File: src/design/cosim_pkg.sv
`timescale 1ns / 1ps
// ----------------------------------------------------------------------------
// cosim_pkg: shared types and constants for the cosine similarity stream
// Widths of the element, accumulator and count fields, and the request that
// travels from the accumulating front end to the finishing back end.
// ----------------------------------------------------------------------------
package cosim_pkg;
  localparam int ElemWidth = 16;
  localparam int AccWidth  = 48;
  localparam int MaxLen    = 4096;
  localparam int CntWidth  = 13;
  localparam int RootWidth = AccWidth;
  localparam int ProdWidth = 2 * AccWidth;
  localparam int QuotBits  = 15;

  typedef struct packed {
    logic signed [AccWidth-1:0] dot;
    logic [AccWidth-1:0]        norm_a;
    logic [AccWidth-1:0]        norm_b;
    logic [CntWidth-1:0]        count;
    logic                       sat;
  } vec_req_t;

  typedef struct packed {
    logic signed [ElemWidth-1:0] cosine;
    logic signed [AccWidth-1:0]  dot_sum;
    logic                        zero_norm;
    logic                        saturated;
    logic [CntWidth-1:0]         vector_length;
  } vec_res_t;

  // Saturating signed add; the flag reports a clamp.
  function automatic logic [AccWidth:0] sat_add(input logic signed [AccWidth-1:0] a,
                                                input logic signed [AccWidth-1:0] b);
    logic signed [AccWidth:0] s;
    logic [AccWidth-1:0] hi;
    begin
      s  = {a[AccWidth-1], a} + {b[AccWidth-1], b};
      hi = {1'b0, {(AccWidth-1){1'b1}}};
      if (s[AccWidth] != s[AccWidth-1])
        sat_add = s[AccWidth] ? {1'b1, ~hi} : {1'b1, hi};
      else
        sat_add = {1'b0, s[AccWidth-1:0]};
    end
  endfunction
endpackage

File: src/design/cosim_front.sv
`timescale 1ns / 1ps
// ----------------------------------------------------------------------------
// cosim_front: accumulating front end
// Takes a pair per cycle unless a last pair waits for queue room; a product
// register stage feeds three saturating sums; a last pair pushes a request.
// ----------------------------------------------------------------------------
module cosim_front (
  input  logic                              clk,
  input  logic                              rst,
  input  logic                              in_valid,
  output logic                              in_ready,
  input  logic signed [cosim_pkg::ElemWidth-1:0] elem_a,
  input  logic signed [cosim_pkg::ElemWidth-1:0] elem_b,
  input  logic                              last,
  output logic                              req_valid,
  input  logic                              req_ready,
  output cosim_pkg::vec_req_t               req
);
  logic signed [2*cosim_pkg::ElemWidth-1:0] p_ab, p_aa, p_bb;
  logic p_valid, p_last;
  logic signed [cosim_pkg::AccWidth-1:0] dot_acc, na_acc, nb_acc;
  logic [cosim_pkg::CntWidth-1:0] pair_count;
  logic sat_seen;
  logic [cosim_pkg::AccWidth:0] s_ab, s_aa, s_bb;
  logic cnt_full, sat_next;
  logic [cosim_pkg::CntWidth-1:0] cnt_next;

  // A final pair in the product stage must wait for queue room.
  assign in_ready = !(p_valid && p_last && !req_ready);
  wire advance = !(p_valid && p_last && !req_ready);

  always_ff @(posedge clk) begin
    if (rst) begin
      p_valid <= 1'b0;
    end else if (advance) begin
      p_valid <= in_valid;
    end
    if (advance) begin
      p_ab   <= elem_a * elem_b;
      p_aa   <= elem_a * elem_a;
      p_bb   <= elem_b * elem_b;
      p_last <= last;
    end
  end

  always_comb begin
    s_ab = cosim_pkg::sat_add(dot_acc,
             {{(cosim_pkg::AccWidth-2*cosim_pkg::ElemWidth){p_ab[2*cosim_pkg::ElemWidth-1]}}, p_ab});
    s_aa = cosim_pkg::sat_add(na_acc,
             {{(cosim_pkg::AccWidth-2*cosim_pkg::ElemWidth){p_aa[2*cosim_pkg::ElemWidth-1]}}, p_aa});
    s_bb = cosim_pkg::sat_add(nb_acc,
             {{(cosim_pkg::AccWidth-2*cosim_pkg::ElemWidth){p_bb[2*cosim_pkg::ElemWidth-1]}}, p_bb});
    cnt_full = (pair_count >= cosim_pkg::CntWidth'(cosim_pkg::MaxLen));
    cnt_next = cnt_full ? cosim_pkg::CntWidth'(cosim_pkg::MaxLen) : pair_count + 1'b1;
    sat_next = sat_seen | s_ab[cosim_pkg::AccWidth] | s_aa[cosim_pkg::AccWidth]
             | s_bb[cosim_pkg::AccWidth] | cnt_full;
  end

  always_ff @(posedge clk) begin
    if (rst) begin
      dot_acc <= '0; na_acc <= '0; nb_acc <= '0; pair_count <= '0; sat_seen <= 1'b0;
    end else if (p_valid && advance) begin
      if (p_last) begin
        dot_acc <= '0; na_acc <= '0; nb_acc <= '0; pair_count <= '0; sat_seen <= 1'b0;
      end else begin
        dot_acc    <= s_ab[cosim_pkg::AccWidth-1:0];
        na_acc     <= s_aa[cosim_pkg::AccWidth-1:0];
        nb_acc     <= s_bb[cosim_pkg::AccWidth-1:0];
        pair_count <= cnt_next;
        sat_seen   <= sat_next;
      end
    end
  end

  assign req_valid  = p_valid && p_last;
  assign req.dot    = s_ab[cosim_pkg::AccWidth-1:0];
  assign req.norm_a = s_aa[cosim_pkg::AccWidth-1:0];
  assign req.norm_b = s_bb[cosim_pkg::AccWidth-1:0];
  assign req.count  = cnt_next;
  assign req.sat    = sat_next;

  a_cnt_bound: assert property (@(posedge clk) disable iff (rst)
    pair_count <= cosim_pkg::CntWidth'(cosim_pkg::MaxLen))
    else $error("pair count beyond limit");
  a_clear: assert property (@(posedge clk) disable iff (rst)
    req_valid && req_ready |=> pair_count == '0)
    else $error("accumulators not cleared after final pair");
  a_norm_pos: assert property (@(posedge clk) disable iff (rst)
    !na_acc[cosim_pkg::AccWidth-1] && !nb_acc[cosim_pkg::AccWidth-1])
    else $error("norm sum negative");
endmodule

File: config.mk
export PLATFORM = sky130hd
export DESIGN_NAME = cosim_front
export DESIGN_NICKNAME = d
export VERILOG_FILES = /design/src/design/cosim_pkg.sv /design/src/design/cosim_front.sv
export SDC_FILE = /design/constraint.sdc
export NUM_CORES = 2
export LEC_CHECK = 0
export BUFFER_PORTS_ARGS = -buffer_cell sky130_fd_sc_hd__buf_2
export CAP_MARGIN = 0
export CORE_MARGIN = 2
export CORE_UTILIZATION = 60
export CTS_BUF_LIST = sky130_fd_sc_hd__clkbuf_16
export CTS_CLUSTER_DIAMETER = 100
export DETAILED_ROUTE_END_ITERATION = 10
export GPL_TIMING_DRIVEN = 0
export PLACE_DENSITY = 0.75
export SLEW_MARGIN = 20
export SYNTH_ARGS = -nofsm -noshare
export SYNTH_HDL_FRONTEND = slang
export SYNTH_SLANG_ARGS = --single-unit
File: constraint.sdc
create_clock -name clk -period 9.19 [get_ports clk]
set_input_delay 2.2975 -clock clk [delete_from_list [all_inputs] [get_ports clk]]
set_output_delay 2.2975 -clock clk [all_outputs]
set_load 0.02 [all_outputs]
* After elaboration in Yosys (flattened, before gate mapping)
Index checks and enable logic that the tools add are counted.
** Storage, ports and cells
- Word-level logic and storage cells :: 42
- Flip-flop bits (word level) :: 256
** Operators by class
- Reduce and logical (&&, ||, !) cells :: 5
- Magnitude comparators :: 1
- Multiply operators :: 3
- Multiplexer cells :: 12
- Equal/unequal tests :: 3
- Bitwise operators :: 4
- $add $sub $neg :: 4
** Operators with widths (count)
- $mux 48 :: 6
- $add 48x32->49 :: 3
- $mux 49 :: 3
- $mul 16x16->32 :: 3
- $mux 13 :: 2
- $add 13x1->13 const B :: 1
- $ge 13x13->1 const B :: 1
- $or 1x1->1 :: 4
- $logic_and 1x1->1 :: 3
- $ne 1x1->1 :: 3
- $logic_not 1->1 :: 2
- $mux 1 :: 1

* Logic depth before layout (Yosys ltp)
- Depth in word-level cells :: 8
- Gate-level depth with buffers :: 27
- Gate-level depth less buffers :: 25

* Worst setup path after synthesis
OpenSTA, ideal clock, no wires.
- Path kind :: input to register
- Start point :: input port elem_b[3] (netlist bit)
- End point :: register p_bb[31] (netlist bit) (data pin)
- Setup time :: 260 ps
- Setup slack :: 675 ps
- Stages :: 23
- Arrival time :: 8255 ps
- Cells stage by stage :: clkbuf_1 clkbuf_1 nand2_1 fa_1 fa_1 fa_1 inv_1 fa_1 fa_1 inv_1 fa_1 inv_1 ha_1 a21o_1 a21o_1 a21o_1 a22o_1 a221o_1 a311oi_1 o21ai_1 a31o_1 a21oi_1 xnor2_1
** On the way
- Longest elaborated chain between the ends :: 1
** Ends and longest elaborated chain
- start: declaration :: RTL line cosim_front.sv:13 : input logic signed [cosim_pkg::ElemWidth-1:0] elem_b,
- $mul 16x16->32 :: RTL line cosim_front.sv:41 : p_bb <= elem_b * elem_b;
- end signal: assignment :: RTL line cosim_front.sv:41
- end: declaration :: RTL line cosim_front.sv:19 : logic signed [2*cosim_pkg::ElemWidth-1:0] p_ab, p_aa, p_bb;
Every way passes these cells.
A chain may end at the register's enable or synchronous reset.

* Worst setup path after layout
- Start point :: input port elem_a[5] (netlist bit)
- End point :: register p_ab[31] (netlist bit) (data pin)
** On the way
- Longest elaborated chain between the ends :: 1
** Ends and longest elaborated chain
- start: declaration :: RTL line cosim_front.sv:12 : input logic signed [cosim_pkg::ElemWidth-1:0] elem_a,
- $mul 16x16->32 :: RTL line cosim_front.sv:39 : p_ab <= elem_a * elem_b;
- end signal: assignment :: RTL line cosim_front.sv:39
- end: declaration :: RTL line cosim_front.sv:19
Every way passes these cells.

==> flow_summary.yaml <==
status:
  status: "complete, no violations"
synth:
  synth_flop_cell: "dfxtp_1"
  synth_edf_count: 95
  yosysUniqueCellTypes: 97
  synthAdderAreaFrac_pct: 44.1
  synth_compound_area_share_pct: 14.7
  syn-cell-area_mm2: 0.0450
  ys_ff_latch: 254
  synth_top_family_by_area: "adder cells"
  synth_nets: 6216
  syn_inst: 5033
  muxShareOfSynthArea_pct: 0.242
  ys_seq_area_share_pct: 13.4
  synth_xor_area_share_pct: 5.28
  synth_warnings: 0
  syn_area_per_cell_um2: 8.93
  synth-simple-area-share_pct: 12.0
  synthArstFlopShare_pct: 0
grt:
  grt-ovfl-total: 0
  grt_pass1_wl_um: 198000
  grt_max_degree: 58
  track_usage_pct: 32.7
  first_global_vias: 37100
  antenna_found_initial: 8
timing:
  hold_viol: 0
  grt_setup_unrepaired: "no"
  worst_pin_slew_ns: 1.06
  fmax_mhz: 109
  min_period_ns: 9.14
  finalSetupViolations: 0
  skew_ns: 0.0329
  slew_headroom_pct: 29.6
  slew_violations: 0
  final_min_period_over_clock_period_pct: 99.4
hold_path:
  min_path_cells: 2
  hp-start: "nb_acc[47]"
  min_path_type: "flip-flop to flip-flop"
floorplan:
  die_w_um: 278
  die_area_mm2: 0.0771
  rows: 100
  core_mm2: 0.0743
  die_y_um: 278
  pin_count: 197
  start_util_pct: 60.5
clock_tree:
  hold_buffers: 0
  clk_latency_ns: 0.59
  clock_path_buffers: 3
  cts_made_buffers: 29
  htree_num_levels: 1
  numClockSinks: 254
  cts-root-buf: "clkbuf_16"
  path_clk_slew_ns: 0.06
  postCtsResizedCells: 25
  cts_tree: "done"
  cts_setup_buffers: 0
finish:
  layout.nets: 6425
  n_fill_cell: 6340
  final_area_mm2: 0.0482
  final_cell_mix: "inv_1, fa_1, nand2_1"
  drive_gt1_share_pct: 7.43
  syn_to_final_growth_pct: 7.29
  fin_cells: 6239
  final_common_cell: "inv_1"
worst_setup_path:
  cp_slowest_stage_delay_ns: 0.59
  cp.required_ns: 9.47
  startpoint: "elem_a[5]"
  cp.arrival_ns: 9.41
  path_class: "primary input to flip-flop"
  rr_startpoint: "p_bb[28]"
  worstRegToRegCells: 17
  worstSetupEndpointType: "flip-flop"
  worstSetupStartpointType: "primary input"
  cp_max_fo: 10
  slowest_stage: "clkbuf_1"
  cpMostUsedCell: "fa_1"
placement:
  placed_cell_area_mm2: 0.0471
  place_congestion: 0.967
  placedCellCount: 6190
  dp_hpwl_um: 103000
  port_buffers: 186
routing:
  detail_route.first_pass.iterations: 6
  routed_wl_um: 126000
  vias: 36500
  avgRoutedWirePerCell_um: 20.1
  viasPerCell: 5.85
  drc: 0
  drt_iter0_drc: 3050
  drtAntennaViolNets: 0
flow_run:
  drv_cap: 0
critical path, delay by kind of cell:
family                     cells  cell delay, ns
AOI/OAI and AO/OA              6            1.87
adders and majority gates      7            3.37
buffers and inverters          7            1.09
and+or+nand+nor                4            0.54
xor gates and xnor gates       1            0.21
final timing paths:
check	to	slack (ns)
worst max-delay path	p_ab[31]	0.05
worst min-delay path	nb_acc[47]	0.47
worst max register to register	nb_acc[34]	3.68
worst min register to register	nb_acc[47]	0.47
flip-flops by register name (all words and copies together) (netlist names):
| name | flops |
|---|---|
| na_acc | 48 |
| p_ab | 32 |
| p_last | 1 |
| pair_count | 13 |
| p_aa | 31 |
| nb_acc | 48 |
| p_bb | 31 |
| sat_seen | 1 |
| p_valid | 1 |
| dot_acc | 48 |
Yosys cell counts (29+ instances only):
library cell,number,area (um2)
clkbuf_1,207,777
inv_1,987,3700
nor3_1,31,155
ha_1,416,5200
xnor2_1,177,1550
nand4_1,31,194
a221o_1,48,480
dfxtp_1,159,3180
a21o_1,125,938
a21oi_1,220,1100
and2_1,168,1050
xor2_1,94,823
nand2b_1,36,225
nand3_1,62,310
a22o_1,52,455
o21ai_0,139,696
edfxtp_1,95,2850
nor2_1,263,987
o21bai_1,38,285
fa_1,730,14600
o21ai_1,59,295
a31oi_1,29,181
nand2_1,482,1810
layout make-up:
class                           instances  area (um2)  share of cell area, %
Clock buffer                           29         726                   1.50
Clock inverter                         25         279                  0.578
Timing Repair Buffer                  188         966                   2.00
Tap cell                              969        1210                   2.51
Inverter                              994        3740                   7.75
Multi-Input combinational cell       3551       34300                   71.2
Sequential cell                       254        6040                   12.5
Antenna cell                            5        12.5                 0.0259
Buffer                                224         942                   1.95
routing by layer:
layer	GRT usage [%]	part of all wire, %	vias up
met2	53.8	47	1612
met4	12.0	4.2	4
met1	44.0	40	18000
met5	0	0.020	-
met3	5.26	9.1	332
li1	-	-	16600
stage by stage:
step / setup TNS (ns) / setup slack [ns] / utilization, % / hold slack (ns)
6_report: 0 / 0.0547 / 64.9 / 0.466
5_1_grt: 0 / 0.000126 / 64.9 / 0.481
4_1_cts: 0 / 0.0100 / 64.8 / 0.468
3_5_place_dp: -16.80 / -1.09 / 63.4 / 0.454
3_3_place_gp: -15.19 / -1.47 / 63.4 / 0.445
2_1_floorplan: 0 / 0.675 / - / 0.429
cells by family (layout without fill, tap and decap cells):
logic type	Yosys count	in the layout
xor+xnor	271	271
simple gates	1169	1169
buf+inv	1228	1460
other cells	0	5
mux	10	10
flops	254	254
fa+ha+maj	1146	1146
compound gates	955	955
Power is left out: the tool's default activity adds up to more than one toggle a clock period on the data nets, which glitch-free logic cannot reach.
