[src/design/cosim_pkg.sv]
`timescale 1ns / 1ps
// ----------------------------------------------------------------------------
// cosim_pkg: shared types and constants for the cosine similarity stream
// Widths of the element, accumulator and count fields, and the request that
// travels from the accumulating front end to the finishing back end.
// ----------------------------------------------------------------------------
package cosim_pkg;
  localparam int ElemWidth = 16;
  localparam int AccWidth  = 48;
  localparam int MaxLen    = 4096;
  localparam int CntWidth  = 13;
  localparam int RootWidth = AccWidth;
  localparam int ProdWidth = 2 * AccWidth;
  localparam int QuotBits  = 15;

  typedef struct packed {
    logic signed [AccWidth-1:0] dot;
    logic [AccWidth-1:0]        norm_a;
    logic [AccWidth-1:0]        norm_b;
    logic [CntWidth-1:0]        count;
    logic                       sat;
  } vec_req_t;

  typedef struct packed {
    logic signed [ElemWidth-1:0] cosine;
    logic signed [AccWidth-1:0]  dot_sum;
    logic                        zero_norm;
    logic                        saturated;
    logic [CntWidth-1:0]         vector_length;
  } vec_res_t;

  // Saturating signed add; the flag reports a clamp.
  function automatic logic [AccWidth:0] sat_add(input logic signed [AccWidth-1:0] a,
                                                input logic signed [AccWidth-1:0] b);
    logic signed [AccWidth:0] s;
    logic [AccWidth-1:0] hi;
    begin
      s  = {a[AccWidth-1], a} + {b[AccWidth-1], b};
      hi = {1'b0, {(AccWidth-1){1'b1}}};
      if (s[AccWidth] != s[AccWidth-1])
        sat_add = s[AccWidth] ? {1'b1, ~hi} : {1'b1, hi};
      else
        sat_add = {1'b0, s[AccWidth-1:0]};
    end
  endfunction
endpackage

[src/design/cosim_back.sv]
`timescale 1ns / 1ps
// ----------------------------------------------------------------------------
// cosim_back: finishing back end
// Forms normA*normB over two 24x48 partial-product steps, takes a one-bit
// per cycle floor square root, then a fifteen-step restoring division.
// ----------------------------------------------------------------------------
module cosim_back (
  input  logic                clk,
  input  logic                rst,
  input  logic                req_valid,
  output logic                req_ready,
  input  cosim_pkg::vec_req_t req,
  output logic                res_valid,
  input  logic                res_ready,
  output cosim_pkg::vec_res_t res
);
  localparam int PW = cosim_pkg::ProdWidth;
  localparam int AW = cosim_pkg::AccWidth;
  localparam int HW = AW / 2;

  typedef enum logic [4:0] {
    S_IDLE = 5'b00001, S_MUL = 5'b00010, S_ROOT = 5'b00100,
    S_DIV = 5'b01000, S_OUT = 5'b10000
  } st_t;
  st_t st;

  cosim_pkg::vec_req_t cur;
  logic [PW-1:0] prod, rem;
  logic [AW-1:0] root, mag, r;
  logic [1:0] mstep;
  logic [6:0] bitn;
  logic [3:0] dstep;
  logic [cosim_pkg::QuotBits-1:0] q;
  logic neg, zn;
  logic [HW-1:0] a_half;
  logic [HW+AW-1:0] pp;
  logic [PW+1:0] trial, rem_sub;
  logic [AW:0] r_sh;

  assign req_ready = (st == S_IDLE);
  assign res_valid = (st == S_OUT);

  always_comb begin
    a_half  = mstep[0] ? cur.norm_a[AW-1:HW] : cur.norm_a[HW-1:0];
    pp      = a_half * cur.norm_b;
    // Digit-by-digit root: trial = (4*root + 1) << 2*bit against the remainder.
    trial   = ({2'b0, PW'(root)} << ((bitn << 1) + 7'd2)) | ((PW+2)'(1) << (bitn << 1));
    rem_sub = {2'b0, rem} - trial;
    r_sh    = {r, 1'b0};
  end

  always_ff @(posedge clk) begin
    if (rst) begin
      st <= S_IDLE;
    end else begin
      case (st)
        S_IDLE: if (req_valid) begin
          cur  <= req;
          zn   <= (req.norm_a == '0) || (req.norm_b == '0);
          neg  <= req.dot[AW-1];
          mag  <= req.dot[AW-1] ? AW'(-req.dot) : req.dot;
          prod <= '0;
          mstep <= 2'd0;
          st   <= S_MUL;
        end
        S_MUL: begin
          prod  <= prod + (PW'(pp) << (mstep[0] ? HW : 0));
          mstep <= mstep + 2'd1;
          if (mstep[0]) begin
            st   <= zn ? S_OUT : S_ROOT;
            rem  <= prod + (PW'(pp) << HW);
            root <= '0;
            bitn <= 7'(AW - 1);
            q    <= '0;
          end
        end
        S_ROOT: begin
          if (!rem_sub[PW+1]) begin
            rem  <= rem_sub[PW-1:0];
            root <= {root[AW-2:0], 1'b1};
          end else begin
            root <= {root[AW-2:0], 1'b0};
          end
          bitn <= bitn - 7'd1;
          if (bitn == 7'd0) begin
            st    <= S_DIV;
            r     <= mag;
            dstep <= 4'd0;
          end
        end
        S_DIV: begin
          if (mag >= root) begin
            q  <= neg ? cosim_pkg::QuotBits'(0) : '1;
            st <= S_OUT;
          end else begin
            if (r_sh >= {1'b0, root}) begin
              r <= AW'(r_sh - {1'b0, root});
              q <= {q[cosim_pkg::QuotBits-2:0], 1'b1};
            end else begin
              r <= r_sh[AW-1:0];
              q <= {q[cosim_pkg::QuotBits-2:0], 1'b0};
            end
            dstep <= dstep + 4'd1;
            if (dstep == 4'(cosim_pkg::QuotBits - 1)) st <= S_OUT;
          end
        end
        S_OUT: if (res_ready) st <= S_IDLE;
        default: st <= S_IDLE;
      endcase
    end
  end

  always_comb begin
    if (zn)
      res.cosine = '0;
    else if (mag >= root)
      res.cosine = neg ? {1'b1, {(cosim_pkg::ElemWidth-1){1'b0}}}
                       : {1'b0, {(cosim_pkg::ElemWidth-1){1'b1}}};
    else
      res.cosine = neg ? -$signed({1'b0, q}) : $signed({1'b0, q});
    res.dot_sum       = cur.dot;
    res.zero_norm     = zn;
    res.saturated     = cur.sat;
    res.vector_length = cur.count;
  end

  a_hold: assert property (@(posedge clk) disable iff (rst)
    res_valid && !res_ready |=> res_valid && $stable(res))
    else $error("result changed while stalled");
  a_zero: assert property (@(posedge clk) disable iff (rst)
    res_valid && zn |-> res.cosine == '0)
    else $error("zero norm with nonzero cosine");
  a_take: assert property (@(posedge clk) disable iff (rst)
    req_valid && req_ready |=> st == S_MUL)
    else $error("request not started");
endmodule

[config.mk]
export PLATFORM = sky130hd
export DESIGN_NAME = cosim_back
export DESIGN_NICKNAME = d
export VERILOG_FILES = /design/src/design/cosim_pkg.sv /design/src/design/cosim_back.sv
export SDC_FILE = /design/constraint.sdc
export NUM_CORES = 2
export LEC_CHECK = 0
export BUFFER_PORTS_ARGS = -buffer_cell sky130_fd_sc_hd__buf_2
export CAP_MARGIN = 0
export CORE_MARGIN = 2
export CORE_UTILIZATION = 55
export DETAILED_ROUTE_END_ITERATION = 8
export PLACE_DENSITY = 0.75
export SLEW_MARGIN = 10
export SYNTH_ARGS = -nofsm -noshare
export SYNTH_HDL_FRONTEND = slang
export SYNTH_SLANG_ARGS = --single-unit
[constraint.sdc]
create_clock -name clk -period 15.5 [get_ports clk]
set_input_delay 3.1 -clock clk [delete_from_list [all_inputs] [get_ports clk]]
set_output_delay 3.1 -clock clk [all_outputs]
set_load 0.005 [all_outputs]
# After elaboration in Yosys (flattened, before gate mapping)
# Index checks and enable logic that the tools add are counted.
# totals
regBits	529
inputBits	162
output_inout_bits	81
elab_cells	103
# op_classes
add_sub_neg	10
multipliers	1
n_lt_le_gt_ge	2
n_eq_ne	13
shift	3
n_mux	39
bitwise	2
n_reduce_logical	15
# op_table
operator	n
case mux 96 bit (2 select lines)	2
2-to-1 mux 96 bit	3
adder 96 bit	2
2-to-1 mux 48 bit	4
case mux 48 bit (2 select lines)	2
OR 98 bit	1
<< shifter 1 x 7 -> 98 bit, first input constant	1
<< shifter 48 x 7 -> 98 bit	1
subtractor 96 x 98 -> 98 bit	1
zero test 48 bit	2
<< shifter 72 x 5 -> 96 bit	1
multiplier 24 x 48 -> 72 bit	1
2-to-1 mux 16 bit	4
>= comparator 49 x 48 -> 1 bit	1
>= comparator 48 bit	1
negator 48 bit	1
subtractor 48 bit	1
2-to-1 mux 47 bit	1
2-to-1 mux 15 bit	3
2-to-1 mux 5 bit	8
case mux 15 bit (2 select lines)	1
case mux 5 bit (5 select lines)	1
2-to-1 mux 24 bit	1
negator 15 -> 16 bit	1
other kinds (27)	40

# Longest topological paths before layout
# logic_depth
ltp_word	6
ltp_mapped	45
depth_no_buf	40

# Worst setup path before layout
# Ideal clock, no wire load.
# synth_timing
path_type	input to register
startpoint	input port rst
endpoint	register rem[0], enable pin
setup_time_ns	0.879
arrival_ns	14.113
required_ns	14.621
path_slack_ns	0.508
cell_stages	1
path_buffers	0
cell_sequence	o311ai_0
# synth_via
elab_chain_cells	2
# synth_rtl
item	line_no	rtl
start, declared	cosim_back.sv:9	input logic rst,
NOT 1 bit (no line)	--	
AND reduction 4 bit (no line)	--	
end signal, assigned	cosim_back.sv:71	rem <= prod + (PW'(pp) << HW);
end signal, assigned	cosim_back.sv:79	rem <= rem_sub[PW-1:0];
end, declared	cosim_back.sv:28	logic [PW-1:0] prod, rem;
# Every way passes these cells.
# A chain may end at the register's enable or synchronous reset.

# Worst setup path in the final report
# layout_timing
startpoint	register mstep[0]
endpoint	register prod[78], data pin
# layout_via
elab_chain_cells	5
elab_cells_between_ends	6
cone_classes	add/sub: 1; mul: 1; shift: 1; mux: 3
# layout_rtl
item	line_no	rtl
start, declared	cosim_back.sv:30	logic [1:0] mstep;
start signal, assigned	cosim_back.sv:68	mstep <= mstep + 2'd1;
2-to-1 mux 24 bit	cosim_back.sv:44	a_half = mstep[0] ? cur.norm_a[AW-1:HW] : cur.norm_a[HW-1:0];
multiplier 24 x 48 -> 72 bit	cosim_back.sv:45	pp = a_half * cur.norm_b;
<< shifter 72 x 5 -> 96 bit *	cosim_back.sv:67	prod <= prod + (PW'(pp) << (mstep[0] ? HW : 0));
adder 96 bit *	cosim_back.sv:67	
case mux 96 bit (2 select lines) *	cosim_back.sv:56	case (st)
end signal, assigned	cosim_back.sv:67	
end, declared	cosim_back.sv:28	
# Every way passes the cells marked *; elsewhere a longest branch is shown, timed or not.

==> summary.md <==
| Metric | Value |
|---|---|
| CP endpoint | prod[78]$_SDFFCE_PN0P_ |
| Gr usage total | 0.3466 |
| Setup violations, final | 0 |
| Worst-path clk slew | 0.07 ns |
| Final Hold Violating Endpoints | 0 |
| Mapped Cells | 9418 |
| Sequential cell area | about 16000 um2 |
| # hold bufs at CTS | 0 |
| CP max stage delay | 0.65 ns |
| Ports | ~240 |
| Max Cap Violations | 0 |
| GR met1 Demand/Resource | 0.4505 |
| Worst-Margin Slew | between 1 and 1.5 ns |
| Post-Syn Nets | 11160 |
| Avg Cell Area, Syn | 8.735 um2 |
| Class of the worst hold path | flip-flop to flip-flop |
| Final clock skew | 0.05218 ns |
| Crit end category | flip-flop |
| FILL cells | ~13000 |
| Yosys cell types | 92 |
| DR pass1 iterations | 7 |
| Post-CTS Setup Inserts | 0 |
| Worst R2R Path Depth | 37 |
| Die Ht | just under 400 um |
| Post-route ant nets | 0 |
| CP Class | flip-flop to flip-flop |
| Unrepaired setup endpoints after global routing | no |
| Outcome | finished, final reports clean |
| CTS Sinks | 526 |
| Reg2reg end | prod[78]$_SDFFCE_PN0P_ |
| Synth Cell Area | 82260 um2 |
| Pre-CTS setup slack | 2.940 ns |
| Sequential cell area fraction in the yosys report | 0.1914 |
| Startpoint types | flip-flop |
| Post-synth EDFFs | 521 |
| Most used DFF post-synth | edfxtp_1 |
| Share of cells above drive strength 1 | 0.06646 |
| Crit path launch | mstep[0]$_SDFFCE_PN0P_ |
| Number of I/O port buffers | 242 |
| Setup TNS | 0 ns |
| Routed WL | around 270000 um |
| DIE AREA | 152700 um2 |
| Seq cells post-synth | between 500 and 600 |
| Synth area leader | fa_1 |
| RePlAce Congestion | between 1 and 1.5 |
| Post-CTS sizing | 0 |
| Relative slew slack | 0.1538 |
| Largest net degree at the start of global routing | 136 |
| Drt via density | 6.238 |
| WP data required | 15.90 ns |
| TritonCTS Buffers | 69 |
| Global route hottest layer | met2 |
| Core Area | 148200 um2 |
| Asr flop ratio synth | 0 |
| RR Startpoint | mstep[0]$_SDFFCE_PN0P_ |
| Detailed Route Iter0 Violations | 6921 |
| Die W | 390.7 um |
| Max frequency | ~78 MHz |
| Tcrit/Tclk final | 0.8231 |
| Synth Warn # | 0 |
| DP HPWL | 205800 um |
| Most numerous cell in the Yosys netlist | inv_1 |
| Number of remaining DRC errors | 0 |
| Final net count | 10970 |
| Yosys top cell area share | 0.2468 |
| Antenna violations before repair | 3 |
| Global route overflow | 0 |
| Clk_lat worst skew | between 0.7 and 0.8 ns |
| CTS tree | yes |
| Htree depth | 3 |
| Routed vias | 69980 |
| Final WS setup | ~2.7 ns |
| CP max stage cell | mux2_2 |
| M3 GR Usage | 0.06672 |
| CP Max Fanout | 29 |
| P&R area growth vs syn | 5.503% |
| Synth top area cells | fa_1 (25%), edfxtp_1 (19%), ha_1 (8.7%) |
| Row cnt | around 140 |
| Routed WL per cell | 23.65 um |
| Max clock buf depth | 3 |
| Initial Util | 0.5551 |
| First-pass GRT wire length | 409900 um |
| Top cell types by occurrence after synthesis | inv_1 (1266), nand2_1 (1256), fa_1 (1014) |
| Number of global-route vias before repair | 70500 |
| Met2 Usage GRT | 0.5519 |
| CP most frequent cell | fa_1 |
| Final min period | 12.76 ns |
| Slew Limit Fails | 0 |
| Multi-input gate area | 59420 um2 |
| Root buf cell | clkbuf_16 |
| Worst path arrival time | roughly 13 ns |
| Reg2Reg Setup Slack | roughly 2.7 ns |
==> metal layers <==
layer / wire length (um) / vias to the layer above / share of wire
met2: 121500 / 3765 / 0.46
met5: 0 / - / 0
met3: 24550 / 793 / 0.093
li1: - / 31000 / -
met1: 103400 / 34430 / 0.39
met4: 15830 / 0 / 0.060
==> final cells by class <==
class                   count  share of cell area
flip-flops and latches    526              0.1814
repair buffers            347             0.02333
diodes                      5           0.0001442
clock inverters            48            0.007569
multi-input cells        7017              0.6846
clock buffers              78             0.02028
well taps                1930             0.02782
inverters                1268             0.05484
==> worst max-delay path: cells and delay by family, from the launching register on <==
family | cells | cell delay [ns]
adders and majority gates | 9 | 4.54
muxes | 1 | 0.65
AOI/OAI and AO/OA | 13 | 3.63
xor gates and xnor gates | 1 | 0.61
buffers and inverters | 5 | 1.10
and+or+nand+nor | 8 | 1.51
DFF | 1 | 0.36
==> state kept, by name (all words and copies together) (netlist names) <==
register and count:
bitn 7, cur 96, dstep 4, mag 47, mstep 1, prod 96, q 15, r 48
rem 96, res 62, root 48, st 5, zn 1
==> cell usage in the layout (no fill, tap or decap), types with 28 or more instances in the layout <==
| master | count |
|---|---|
| a211oi_1 | 54 |
| a21o_1 | 265 |
| a21oi_1 | 551 |
| a22oi_1 | 30 |
| a31oi_1 | 68 |
| and2_1 | 382 |
| and3_1 | 47 |
| buf_2 | 242 |
| buf_4 | 103 |
| clkbuf_16 | 69 |
| edfxtp_1 | 521 |
| fa_1 | 1014 |
| ha_1 | 568 |
| inv_1 | 1265 |
| mux2_2 | 58 |
| mux2i_1 | 106 |
| mux4_2 | 28 |
| nand2_1 | 1256 |
| nand2b_1 | 42 |
| nand3_1 | 119 |
| nand4_1 | 154 |
| nor2_1 | 518 |
| nor2b_1 | 190 |
| nor3_1 | 90 |
| nor4_1 | 54 |
| o211ai_1 | 45 |
| o21a_1 | 57 |
| o21ai_0 | 391 |
| o21bai_1 | 94 |
| o31ai_1 | 51 |
| or3_1 | 36 |
| xnor2_1 | 247 |
| xor2_1 | 133 |
==> worst min path at each step <==
stage	startpoint	end	slack, ns	cells after the start
finish	mag[8]$_DFFE_PP_	r[8]$_DFFE_PP_	0.57	2
detailed placement	mag[10]$_DFFE_PP_	r[10]$_DFFE_PP_	0.56	2
floorplan	prod[15]$_SDFFCE_PN0P_	rem[15]$_DFFE_PP_	0.52	2
global placement	mag[8]$_DFFE_PP_	r[8]$_DFFE_PP_	0.55	2
global route	mag[10]$_DFFE_PP_	r[10]$_DFFE_PP_	0.61	2
CTS	mag[8]$_DFFE_PP_	r[8]$_DFFE_PP_	0.57	2
==> logic make-up (layout without fill, tap and decap cells) <==
group,Yosys count,count (layout),share of synthesized area
simple gates,2977,2977,0.1710
compound gates,1878,1878,0.1459
buf+inv,1875,1741,0.08852
fa+ha+maj,1583,1583,0.3333
flops,526,526,0.1914
xor+xnor,384,384,0.04105
mux,195,195,0.02887
other cells,0,5,0
==> metrics by stage <==
stage               instances    util  area [um2]  hold slack [ns]
floorplan                9418       -       82260           0.5169
global placement        11090  0.5693       84360           0.5546
detailed placement      11090  0.5693       84360           0.5624
CTS                     11210  0.5856       86780           0.5730
global route            11220  0.5856       86780           0.6088
finish                  11220  0.5857       86790           0.5726
Power is left out: the tool's default activity adds up to more than one toggle a clock period on the data nets, which glitch-free logic cannot reach.
