## config.mk

```make
export PLATFORM = sky130hd
export DESIGN_NAME = cosim_queue
export DESIGN_NICKNAME = d
export VERILOG_FILES = /design/src/design/cosim_pkg.sv /design/src/design/cosim_queue.sv
export SDC_FILE = /design/constraint.sdc
export NUM_CORES = 1
export LEC_CHECK = 0
export BUFFER_PORTS_ARGS = -buffer_cell sky130_fd_sc_hd__buf_2
export CAP_MARGIN = 25
export CORE_ASPECT_RATIO = 2
export CORE_MARGIN = 2
export CORE_UTILIZATION = 47
export CTS_CLUSTER_SIZE = 24
export DETAILED_ROUTE_END_ITERATION = 8
export PLACE_DENSITY = 0.82
export SLEW_MARGIN = 25
export SYNTH_ARGS = -nofsm -noshare
export SYNTH_HDL_FRONTEND = slang
export SYNTH_SLANG_ARGS = --single-unit
```

## constraint.sdc

```tcl
create_clock -name clk -period 8.05 [get_ports clk]
set_clock_uncertainty 0.2 [all_clocks]
set_input_delay 1.2075 -clock clk [delete_from_list [all_inputs] [get_ports clk]]
set_output_delay 1.2075 -clock clk [all_outputs]
set_load 0.005 [all_outputs]
```

## src/design/cosim_pkg.sv

```systemverilog
`timescale 1ns / 1ps
// ----------------------------------------------------------------------------
// cosim_pkg: shared types and constants for the cosine similarity stream
// Widths of the element, accumulator and count fields, and the request that
// travels from the accumulating front end to the finishing back end.
// ----------------------------------------------------------------------------
package cosim_pkg;
  localparam int ElemWidth = 16;
  localparam int AccWidth  = 48;
  localparam int MaxLen    = 4096;
  localparam int CntWidth  = 13;
  localparam int RootWidth = AccWidth;
  localparam int ProdWidth = 2 * AccWidth;
  localparam int QuotBits  = 15;

  typedef struct packed {
    logic signed [AccWidth-1:0] dot;
    logic [AccWidth-1:0]        norm_a;
    logic [AccWidth-1:0]        norm_b;
    logic [CntWidth-1:0]        count;
    logic                       sat;
  } vec_req_t;

  typedef struct packed {
    logic signed [ElemWidth-1:0] cosine;
    logic signed [AccWidth-1:0]  dot_sum;
    logic                        zero_norm;
    logic                        saturated;
    logic [CntWidth-1:0]         vector_length;
  } vec_res_t;

  // Saturating signed add; the flag reports a clamp.
  function automatic logic [AccWidth:0] sat_add(input logic signed [AccWidth-1:0] a,
                                                input logic signed [AccWidth-1:0] b);
    logic signed [AccWidth:0] s;
    logic [AccWidth-1:0] hi;
    begin
      s  = {a[AccWidth-1], a} + {b[AccWidth-1], b};
      hi = {1'b0, {(AccWidth-1){1'b1}}};
      if (s[AccWidth] != s[AccWidth-1])
        sat_add = s[AccWidth] ? {1'b1, ~hi} : {1'b1, hi};
      else
        sat_add = {1'b0, s[AccWidth-1:0]};
    end
  endfunction
endpackage

```

## src/design/cosim_queue.sv

```systemverilog
`timescale 1ns / 1ps
// ----------------------------------------------------------------------------
// cosim_queue: two-entry request queue
// Decouples the front end from the finishing back end.
// ----------------------------------------------------------------------------
module cosim_queue (
  input  logic                clk,
  input  logic                rst,
  input  logic                wr_valid,
  output logic                wr_ready,
  input  cosim_pkg::vec_req_t wr_data,
  output logic                rd_valid,
  input  logic                rd_ready,
  output cosim_pkg::vec_req_t rd_data
);
  cosim_pkg::vec_req_t mem [2];
  logic wp, rp;
  logic [1:0] fill;
  wire do_wr = wr_valid && wr_ready;
  wire do_rd = rd_valid && rd_ready;

  assign wr_ready = (fill != 2'd2);
  assign rd_valid = (fill != 2'd0);
  assign rd_data  = mem[rp];

  always_ff @(posedge clk) begin
    if (rst) begin
      wp <= 1'b0; rp <= 1'b0; fill <= 2'd0;
    end else begin
      if (do_wr) wp <= ~wp;
      if (do_rd) rp <= ~rp;
      fill <= fill + {1'b0, do_wr} - {1'b0, do_rd};
    end
    if (do_wr) mem[wp] <= wr_data;
  end

  a_fill: assert property (@(posedge clk) disable iff (rst) fill <= 2'd2)
    else $error("queue fill overflow");
  a_ptr: assert property (@(posedge clk) disable iff (rst)
    (fill == 2'd1) |-> (wp != rp))
    else $error("queue pointers inconsistent");
  a_empty: assert property (@(posedge clk) disable iff (rst)
    (fill == 2'd0) |-> (wp == rp))
    else $error("queue pointers differ when empty");
endmodule

```

# [After elaboration in Yosys (flattened, before gate mapping)]
# Memory sizes are Yosys's and may differ from the RTL's. A register that Yosys moved wholly into a read port is not among the register bits.
# Cells that the tools add are included.
[word_totals] out_inout_bits=160 ram_bits=316 ff_bits=4 n_memories=1 latch_bits=0 wordCells=16 input_bits=162 romBits=0
[op_classes] multipliers=0 mux=4 reduce_logical=3 add_sub_neg=2 magnitude_cmp=0 n_bitwise=2 n_eq_ne=1 n_shift=0 div_mod_pow=0
[memory_table] memory="mem" depth=2 width=158 read_ports=1 rd_ports_with_merged_regs=1 wr=1 line="cosim_queue.sv:16" rtl="cosim_pkg::vec_req_t mem [2];"
[ops] operator="2-to-1 mux 1 bit" count=4
[ops] operator="adder 2 x 1 -> 2 bit" count=1
[ops] operator="logical AND 1 bit" count=2
[ops] operator="inequality test 2 bit (second input constant)" count=1
[ops] operator="inverter 1 bit" count=2
[ops] operator="nonzero test 2 bit" count=1
[ops] operator="subtractor 2 x 1 -> 2 bit" count=1

# [Longest topological paths before layout]
# Gate-level depths: netlist of run 1.
[depth] ltp_word=4 depth_mapped=8

# [Least setup slack after synthesis of run 1]
# OpenSTA, ideal clock, no wires.
[synth_path] path_type="input to register" startpoint="in wr_valid" endpoint="mem mem[0][0] (netlist bit) (enable)" setup_slack_ns=-0.676 required_time_ns=7.172 n_path_buf=0 t_arrival_ns=7.849 path_stages=2 path_cell_list="nand2_1 -> nor2_1"
[synth_via] elab_chain_cells=3
[synth_rtl] item="start: declaration" line="cosim_queue.sv:9" rtl="input logic wr_valid,"
[synth_rtl] item="logical AND 1 bit" line="cosim_queue.sv:19" rtl="wire do_wr = wr_valid && wr_ready;"
[synth_rtl] item="2-to-1 mux 1 bit" line="cosim_queue.sv:34" rtl="if (do_wr) mem[wp] <= wr_data;"
[synth_rtl] item="2-to-1 mux 1 bit (not written as such)" line="cosim_queue.sv:34"
[synth_rtl] item="end: declaration" line="cosim_queue.sv:16"
# No other way between the ends.

==> impl_metrics.tcl, run 1 <==
set metrics [dict create \
    grt_use_met2_pct 27.0 \
    cts_sinks 321 \
    die-height_um 230 \
    place_hpwl_mm 15.0 \
    tightest_slew_ns 0.920 \
    synthesis.area_per_instance_um2 23.4 \
    synth_seq_area_share_pct 79.5 \
    timing.critical_path.slowest_stage_cell "dfxtp_4" \
    max-vdd-ir-drop_uv 254 \
    cts_root_cell "clkbuf_16" \
    grt.met3_usage_pct 5.93 \
    nets 1017 \
    critical-path-top-delay-family "buffers and inverters" \
    fmaxAchievable_ghz 0.244 \
    antenna_found_initial 4 \
    drt-wirelength-per-cell_um 18.4 \
    power.density_cell_area_nw_per_um2 304 \
    cp.depth 3 \
    class_of_the_tightest_hold_or_removal_check "reg2reg" \
    area_of_the_multi_input_gates_um2 2290 \
    floorplan.core_area_um2 25400 \
    placementRows 83 \
    cts_max_path_buffers 3 \
    grt_first_pass_wirelength_mm 32.2 \
    postCtsSetupRepairBufs 0 \
    drv_cap 0 \
    cts_tree "yes" \
    layout_worst_path_cycle_share_pct 50.9 \
    final.min_clock_period_ns 4.10 \
    timing.max_slew.rel_slack_pct 38.6 \
    setup_repair_after_global_routing_missed_its_margin "false" \
    r2r-start "fill[0]$_SDFF_PP0_" \
    clock_tree.htree_level_count 1 \
    number_of_flip_flops_and_latches_in_the_synthesized_netlist 321 \
    crit_path_end_kind "primary output" \
    area_delta_synth_final_pct 23.6 \
    pin_count_of_the_biggest_net_entering_global_routing 129 \
    run_status "finished, final reports clean" \
    netlist-cell-type-count 17 \
    synthesis.nets 680 \
    num-fill-cells 1834 \
    r2r_cells 4 \
    r2r_slack_ns 5.54 \
    met1_usage_pct 17.6 \
    cpPeakStageDelay_ns 0.71 \
    fp.dieArea_um2 27000 \
    cts.hold.buffers_added 0 \
    path_buf_inv 2 \
    setup_viol 0 \
    cp.required_ns 6.64 \
    clock_latency_late_sink_ns 0.53 \
    clkSlewWorstSetupHoldPaths_ns 0.06 \
    timing.final.hold_violations 0 \
    gr-total-overflow 0 \
    vias 5948 \
    numPortBuffers 321 \
    sequential_cell_area_um2 9590 \
    slew_violations 0 \
    cts_repair_resize_count 0 \
    initial_core_utilization_pct 47.4 \
    grt_most_used_layer "met2" \
    detail_route.drc_violations 0 \
    synthesized_cell_area_um2 12100 \
    timing.setup.tns_ns 0 \
    routed_wirelength_mm 22.4 \
    path_cells "buf_12 > mux2_2 > buf_2" \
    timing.critical_path.fanout_max 128 \
    rr_endpoint "mem[0][63]$_DFFE_PP_" \
    power.leakage_nw 5.72 \
    via_count_of_the_first_global_routing_pass 6195 \
    fin_area_um2 14900 \
    route.detailed.vias_per_inst 4.90 \
    ios 322 \
    place_congestion 0.727 \
    yosysWarnings 0 \
    post_dp_cell_area_um2 14000 \
    die_x_um 117 \
    worst_setup_path_category "reg2out" \
    number_of_violations_reported_at_the_end_of_detailed_routing_iteration_0 323 \
    drive_above_1_share_pct 60.0 \
    antenna_left 0 \
    cts_made_buffers 27 \
    detailedRoute.firstPassIterationCount 4 \
    hold_start "rp$_SDFFE_PP0P_" \
    start_kind "register" \
    min_delay_path_depth 2 \
    synthesized_instance_count 516 \
    gr-usage-all-layers_pct 15.6 \
    timing.critical_path.arrival_ns 2.69 \
]
-- worst max path at each step --
stage,from,endpoint
floorplan,wr_valid,mem[0][0]$_DFFE_PP_
global placement,wr_valid,mem[1][114]$_DFFE_PP_
detailed placement,wr_valid,mem[1][111]$_DFFE_PP_
CTS,register,rd_data[6]
global route,register,rd_data[6]
finish,register,rd_data[6]
-- final cells by class --
| class | instances | area share [%] |
|---|---|---|
| antenna | 1 | 0.0168 |
| clock inverter | 14 | 1.28 |
| tap | 340 | 2.86 |
| sequential | 321 | 64.4 |
| timing repair buffer | 326 | 11.3 |
| clock buffer | 35 | 4.74 |
| inverter | 1 | 0.0252 |
| multi-input combinational | 176 | 15.4 |
-- cells in the final DEF, fill, tap and decap left out, types with 2 or more instances in the layout --
cell	count
buf_2	321
edfxtp_1	316
mux2_4	100
mux2_2	59
clkbuf_16	27
clkbuf_1	8
clkinv_1	6
bufinv_16	5
nor2_1	4
dfxtp_1	4
nor2b_1	2
xnor2_1	2
ha_1	2
clkinv_2	2
buf_6	2
-- cell usage after synthesis --
cell type  count  share of area [%]
or2_2          1              0.052
nand2_1        1              0.031
nor2b_1        2               0.10
mux2_4       100                 12
nor2_1         5               0.16
edfxtp_1     316                 79
xnor2_1        2               0.15
dfxtp_1        5               0.83
buf_2          3               0.12
mux2_2        59                5.5
and3_1         1              0.052
ha_1           2               0.21
xor2_1         1              0.073
o21a_1         1              0.062
buf_6         15                1.4
nand2b_1       1              0.052
inv_1          1              0.031
-- kinds of logic (layout without fill, tap and decap cells) --
kind of cell	after synthesis	in the layout	synth area share (%)
AO/OA/AOI/OAI	1	1	0.0623
XOR/XNOR	3	3	0.218
adder cells (fa/ha/maj)	2	2	0.208
buffers and inverters	19	376	1.56
flip-flops	321	321	79.5
multiplexers	159	159	18.0
other	0	1	0
AND/OR/NAND/NOR	11	11	0.446
-- state kept, by name, summed over array words and instances, names as in the netlist, named ones only --
| register | flops |
|---|---|
| fill | 2 |
| wp | 1 |
| mem | 316 |
| rp | 1 |
-- routing by layer --
metal | routed length [um] | share of wire [%]
met2 | 11000 | 49
met4 | 445 | 2.0
met1 | 8130 | 36
met3 | 2760 | 12
met5 | 33 | 0.15
-- where the power goes --
| group | internal, mW | switching (mW) | total, mW |
|---|---|---|---|
| sequential | 2.10 | 0.0782 | 2.18 |
| combinational | 0.559 | 0.473 | 1.03 |
| clock | 0.777 | 0.542 | 1.32 |
| total | 3.44 | 1.09 | 4.53 |
-- stage by stage --
| stage | setup WS [ns] | power (mW) | util, % | hold slack [ns] | instances |
|---|---|---|---|---|---|
| after floorplan | 1.99 | 2.90 | - | 0.281 | 516 |
| after global placement | 4.20 | 3.22 | 54.9 | 0.298 | 1163 |
| after detailed placement | 4.17 | 3.26 | 54.9 | 0.318 | 1163 |
| after CTS | 3.92 | 4.58 | 58.4 | 0.337 | 1212 |
| after global routing | 3.83 | 4.72 | 58.5 | 0.390 | 1213 |
| final | 3.95 | 4.53 | 58.5 | 0.331 | 1214 |
-- tightest hold or removal path, cell delays in order (launching register included) --
cell and delay (ns):
dfxtp_1 0.32, xnor2_1 0.09, nor2_1 0.08
Power figures use the tool's default switching activity.
==> run 2: changes to the inputs <==
--- a/config.mk
+++ b/config.mk
@@ -5,6 +5,7 @@
 export SDC_FILE = /design/constraint.sdc
 export NUM_CORES = 1
 export LEC_CHECK = 0
+export ABC_AREA = 1
 export BUFFER_PORTS_ARGS = -buffer_cell sky130_fd_sc_hd__buf_2
 export CAP_MARGIN = 25
 export CORE_ASPECT_RATIO = 2
==> constraint.sdc (replaced) <==
create_clock -name clk -period 3.4 [get_ports clk]
set_clock_uncertainty 0.2 [all_clocks]
set_input_delay 0.51 -clock clk [delete_from_list [all_inputs] [get_ports clk]]
set_output_delay 0.51 -clock clk [all_outputs]
set_load 0.005 [all_outputs]
==> run 2 against run 1 <==
  * Power rose by 140%
  * Hold slack got worse by 0.31 ns
  * Sequential power increased by 140%
  * Utilization increased by 6.7 points
  * Largest power group unchanged
==> impl_metrics.tcl, run 2 <==
set metrics [dict create \
    run_status "finished, final reports clean" \
    nets 1193 \
    postCtsSetupRepairBufs 0 \
    synth_seq_area_share_pct 79.4 \
    drive_above_1_share_pct 51.1 \
    cp.depth 3 \
    timing.critical_path.fanout_max 36 \
    via_count_of_the_first_global_routing_pass 7465 \
    synth-xor-area-share_pct 0 \
    count_of_flip_flops_with_a_built_in_enable_after_synthesis 316 \
    place_congestion 0.779 \
    grt.met3_usage_pct 5.68 \
    placementRows 83 \
    numPortBuffers 321 \
    largest_reg_flops 316 \
    cts_tree "yes" \
    timing.max_slew.rel_slack_pct 54.0 \
    place_hpwl_mm 16.3 \
    post_layout_instance_count_excluding_filler_cells 1392 \
    drv_cap 0 \
    synthesis.area_per_instance_um2 22.8 \
    grt_first_pass_wirelength_mm 41.2 \
    die-height_um 231 \
    die_x_um 117 \
    power.density_cell_area_nw_per_um2 658 \
    mostFrequentLayoutCells "buf_2, edfxtp_1, dlygate4sd3_1" \
    setup_viol 0 \
    post_synthesis_compound_gate_area_fraction_pct 0.0829 \
    timing.critical_path.slowest_stage_cell "dfxtp_4" \
    combinationalPowerShare_pct 24.4 \
    number_of_violations_reported_at_the_end_of_detailed_routing_iteration_0 474 \
    min_delay_path_depth 1 \
    synthesized_instance_count 529 \
    clock_latency_late_sink_ns 0.54 \
    critical-path-top-delay-family "flip-flops" \
    floorplan.core_area_um2 25400 \
    clock_power_share_pct 27.8 \
    gr-total-overflow 0 \
    met1_usage_pct 22.4 \
    synthesized_cell_area_um2 12100 \
    sequential_share_of_power_pct 47.8 \
    reg_top3 "mem x316, fill x2" \
    cpPeakStageDelay_ns 0.80 \
    antenna_left 0 \
    clock_tree.htree_level_count 1 \
    cts_sinks 321 \
    ios 322 \
    cp.required_ns 2.69 \
    initial_core_utilization_pct 47.5 \
    fp.dieArea_um2 27100 \
    detailedRoute.firstPassIterationCount 4 \
    synthesis.nets 693 \
    cts_root_cell "clkbuf_16" \
    class_of_the_tightest_hold_or_removal_check "in2reg" \
    netlist-cell-type-count 13 \
    layout_commonest_cell "buf_2" \
    route.detailed.vias_per_inst 4.92 \
    cts_max_path_buffers 3 \
    synth_area_leader_cell "edfxtp_1" \
    post-place-ws_ns 1.02 \
    post-route-util_pct 65.3 \
    start_kind "register" \
    r2r_cells 5 \
    dominantRegCellSynth "edfxtp_1" \
    power.switching_fraction_pct 25.4 \
    pin_count_of_the_biggest_net_entering_global_routing 86 \
    r2r_slack_ns 1.33 \
    layout_worst_path_cycle_share_pct 86.5 \
    number_of_flip_flops_and_latches_in_the_synthesized_netlist 321 \
    drt-wirelength-per-cell_um 19.5 \
    routed_wirelength_mm 27.2 \
    path_cells "buf_4 > mux2_2 > buf_2" \
    synthMostInstantiatedCell "edfxtp_1" \
    tightest_slew_ns 0.690 \
    setup_repair_after_global_routing_missed_its_margin "false" \
    cts_made_buffers 27 \
    grt_use_met2_pct 35.3 \
    path_buf_inv 2 \
    clkSlewWorstSetupHoldPaths_ns 0.07 \
    fin_ws_ns 0.458 \
    timing.setup.tns_ns 0 \
    area_delta_synth_final_pct 37.5 \
    max-vdd-ir-drop_uv 694 \
    gr-usage-all-layers_pct 19.6 \
    switchingPower_mw 2.78 \
    crit_path_end_kind "primary output" \
    timing.final.hold_violations 0 \
    antenna_found_initial 3 \
    yosys-top-cells-count "edfxtp_1, mux2_4, mux2_2" \
    timing.critical_path.arrival_ns 2.23 \
    synthAdderAreaFrac_pct 0.207 \
    power.total_mw 10.9 \
    yosysWarnings 0 \
    detail_route.drc_violations 0 \
    place.detailed.instances 1182 \
    grt_most_used_layer "met2" \
    synth-simple-area-share_pct 0.653 \
    fmaxAchievable_ghz 0.340 \
    internal_power_mw 8.16 \
    power.leakage_nw 6.45 \
    synth-async-reset-ratio_pct 0 \
    slew_violations 0 \
    synth.top_cells.by_area "edfxtp_1, mux2_4, mux2_2" \
    worst_setup_path_category "reg2out" \
    vias 6852 \
    max_flop_register "mem" \
    final.min_clock_period_ns 2.94 \
    synth_top_family_by_area "multiplexers" \
    synth.mux.area_fraction_pct 17.9 \
    synth_top_area_share_pct 78.6 \
]
## run 2: through the flow
| stage | area [um2] | hold slack (ns) |
|---|---|---|
| floorplan | 12100 | 0.267 |
| global placement | 14200 | 0.285 |
| detailed placement | 14200 | 0.320 |
| CTS | 16600 | 0.00226 |
| global route | 16600 | 0.00556 |
| finish | 16600 | 0.0246 |
## run 2: worst paths after layout
check,from,to
worst max-delay path,register,rd_data[31]
worst min-delay path,wr_data[106],mem[0][106]$_DFFE_PP_
worst max register to register,fill[0]$_SDFF_PP0_,mem[0][96]$_DFFE_PP_
worst min register to register,rp$_SDFFE_PP0P_,register
## run 2: power groups by stage
stage               logic [mW]  registers (mW)  clock network (mW)
floorplan                 1.62            5.23                   0
global route              2.85            5.27                3.26
global placement          2.44            5.27                   0
finish                    2.67            5.22                3.04
CTS                       2.66            5.22                3.11
detailed placement        2.50            5.30                   0
## run 2: area by class of cell
| type | count | area, um2 |
|---|---|---|
| clock buffer | 32 | 694 |
| sequential | 321 | 9590 |
| tap | 340 | 425 |
| fill | 1665 | 8830 |
| multi-input combinational | 182 | 2320 |
| timing repair buffer | 489 | 3360 |
| antenna | 3 | 7.51 |
| clock inverter | 17 | 175 |
| inverter | 8 | 33.8 |
## run 2: logic make-up after synthesis
logic type | Yosys count
buffers and inverters | 26
AND/OR/NAND/NOR | 20
adder cells (fa/ha/maj) | 2
AO/OA/AOI/OAI | 2
flip-flops | 321
multiplexers | 158
## run 2: repair_timing
| item | CTS | global route |
|---|---|---|
| endpoints found under the hold margin | 311 | 3 |
| hold buffers | 156 | 2 |
| gates resized for setup | 0 | 0 |
## run 2: metal layers
metal	vias up	part of all wire, %
li1	3082	-
met1	3358	37
met2	364	52
met3	48	8.8
met4	0	2.4
met5	-	0
==> run 3: changes to the inputs <==
--- a/config.mk
+++ b/config.mk
@@ -14,6 +14,7 @@
 export CTS_CLUSTER_SIZE = 24
 export DETAILED_ROUTE_END_ITERATION = 8
 export PLACE_DENSITY = 0.82
+export RECOVER_POWER = 50
 export SLEW_MARGIN = 25
 export SYNTH_ARGS = -nofsm -noshare
 export SYNTH_HDL_FRONTEND = slang
==> constraint.sdc (replaced) <==
create_clock -name clk -period 3.4 [get_ports clk]
set_clock_uncertainty 0.2 [all_clocks]
set_input_delay 0.34 -clock clk [delete_from_list [all_inputs] [get_ports clk]]
set_output_delay 0.34 -clock clk [all_outputs]
set_load 0.005 [all_outputs]
==> run 3 against run 2 <==
  * Critical path depth is the same
  * Clock power up 6%
  * Clock-buffer cell count increased by 1
  * Sequential power about the same
  * Sequential share of layout area is 0.54 points higher
  * Global-route usage is 0.13 points lower
  * Sequential cell count unchanged
  * Critical path type unchanged
  * Largest cell class unchanged
==> impl_metrics.tcl, run 3 (synthesis results as in run 2) <==
set metrics [dict create \
    path_buf_inv 2 \
    place.detailed.instances 1180 \
    fp.dieArea_um2 27100 \
    mostFrequentLayoutCells "edfxtp_1, buf_2, dlygate4sd3_1" \
    cts_repair_resize_count 0 \
    grt_first_pass_wirelength_mm 41.1 \
    hold_start "wr_data[115]" \
    die-height_um 231 \
    post_layout_instance_count_excluding_filler_cells 1389 \
    gr-usage-all-layers_pct 19.5 \
    fin_area_um2 16500 \
    routed_wirelength_mm 27.1 \
    timing.critical_path.fanout_max 60 \
    run_status "finished, final reports clean" \
    timing.max_slew.rel_slack_pct 39.3 \
    layout_commonest_cell "edfxtp_1" \
    power.leakage_nw 6.11 \
    met1_usage_pct 23.4 \
    crit_path_end_kind "primary output" \
    drt-wirelength-per-cell_um 19.5 \
    clock_tree.htree_level_count 1 \
    place_hpwl_mm 16.3 \
    cpPeakStageDelay_ns 0.60 \
    setup_repair_after_global_routing_missed_its_margin "false" \
    setup_viol 0 \
    grt_use_met2_pct 34.3 \
    route.detailed.vias_per_inst 4.96 \
    placementRows 83 \
    min_delay_path_depth 2 \
    cts_root_cell "clkbuf_16" \
    slew_violations 0 \
    place_congestion 0.772 \
    floorplan.core_area_um2 25400 \
    internal_power_mw 8.29 \
    cts_max_path_buffers 3 \
    nets 1194 \
    num-fill-cells 1715 \
    path_cells "buf_12 > mux2_4 > buf_2" \
    power.switching_fraction_pct 25.1 \
    max-vdd-ir-drop_uv 505 \
    timing.critical_path.arrival_ns 2.11 \
    timing.critical_path.slowest_stage_cell "dfxtp_4" \
    max_flop_register "mem" \
    grt_most_used_layer "met2" \
    class_of_the_tightest_hold_or_removal_check "in2reg" \
    numPortBuffers 321 \
    via_count_of_the_first_global_routing_pass 7371 \
    clkSlewWorstSetupHoldPaths_ns 0.07 \
    cts_sinks 321 \
    sequential_share_of_power_pct 46.9 \
    largest_reg_flops 316 \
    clock_power_share_pct 29.2 \
    grt.met3_usage_pct 4.57 \
    reg_top3 "mem x316, fill x2" \
    fmaxAchievable_ghz 0.377 \
    pin_count_of_the_biggest_net_entering_global_routing 76 \
    cts_tree "yes" \
    whs_endpoint "mem[1][115]$_DFFE_PP_" \
    die_x_um 117 \
    clock_latency_late_sink_ns 0.53 \
    cp.required_ns 2.86 \
    antenna_found_initial 1 \
    number_of_violations_reported_at_the_end_of_detailed_routing_iteration_0 461 \
    start_kind "register" \
    vias 6888 \
    initial_core_utilization_pct 47.5 \
    detailedRoute.firstPassIterationCount 4 \
    tightest_slew_ns 0.905 \
    antenna_left 0 \
    r2r-start "fill[1]$_SDFF_PP0_" \
    worst_setup_path_category "reg2out" \
    switchingPower_mw 2.77 \
    post_dp_cell_area_um2 14100 \
    ios 322 \
    rr_endpoint "mem[1][87]$_DFFE_PP_" \
    cts_made_buffers 27 \
    combinationalPowerShare_pct 23.9 \
    r2r_slack_ns 0.78 \
    drive_above_1_share_pct 38.5 \
    layout_worst_path_cycle_share_pct 78.0 \
    timing.setup.tns_ns 0 \
    timing.final.hold_violations 0 \
    final.min_clock_period_ns 2.65 \
    gr-total-overflow 0 \
    detail_route.drc_violations 0 \
    power.density_cell_area_nw_per_um2 672 \
    drv_cap 0 \
    area_delta_synth_final_pct 36.2 \
    r2r_cells 4 \
    critical-path-top-delay-family "flip-flops" \
]
[run 3: through the flow]
stage	worst slack (ns)	util (%)	total power, mW	hold slack [ns]
floorplan	-0.0659	-	6.84	0.204
finish	0.747	64.7	11.1	0.334
detailed placement	1.26	55.4	7.76	0.314
global placement	1.28	55.4	7.69	0.285
global route	0.661	64.7	11.5	0.319
CTS	0.725	65.4	11.1	0.299
[run 3: layer usage]
metal	up-vias	part of all wire [%]
met1	3377	38
met5	-	0
met2	369	50
met4	0	3.3
met3	57	8.0
li1	3085	-
[run 3: final cells by class]
class                           instances  area (um2)  area share (%)
Tap cell                              340         425            2.59
Clock buffer                           33         718            4.36
Antenna cell                            1        2.50          0.0152
Inverter                                8        31.3           0.190
Clock inverter                         14         205            1.25
Multi-Input combinational cell        182        2290            13.9
Timing Repair Buffer                  490        3190            19.4
Sequential cell                       321        9590            58.3
[run 3: power by group through the flow]
stage / Combinational, mW / Clock (mW) / Sequential, mW
4_1_cts: 2.65 / 3.29 / 5.19
6_report: 2.64 / 3.23 / 5.19
3_5_place_dp: 2.49 / 0 / 5.27
3_3_place_gp: 2.44 / 0 / 5.24
2_1_floorplan: 1.61 / 0 / 5.23
5_1_grt: 2.82 / 3.43 / 5.24
[run 3: how the worst max path moves through the flow]
| stage | from | to | slack (ns) | depth (start not counted) |
|---|---|---|---|---|
| final | register | rd_data[55] | 0.75 | 3 |
| after global routing | fill[1]$_SDFF_PP0_ | mem[1][96]$_DFFE_PP_ | 0.66 | 4 |
| after CTS | register | rd_data[18] | 0.72 | 3 |
| after detailed placement | wr_valid | mem[0][92]$_DFFE_PP_ | 1.26 | 4 |
| after global placement | wr_valid | mem[0][88]$_DFFE_PP_ | 1.28 | 4 |
| after floorplan | fill[0]$_SDFF_PP0_ | mem[0][0]$_DFFE_PP_ | -0.07 | 4 |
[run 3: timing repair]
item	4_1_cts	5_1_grt
buffers inserted	0	0
endpoints found under the hold margin	321	0
hold buffers	161	0
endpoints found under the setup margin	0	0
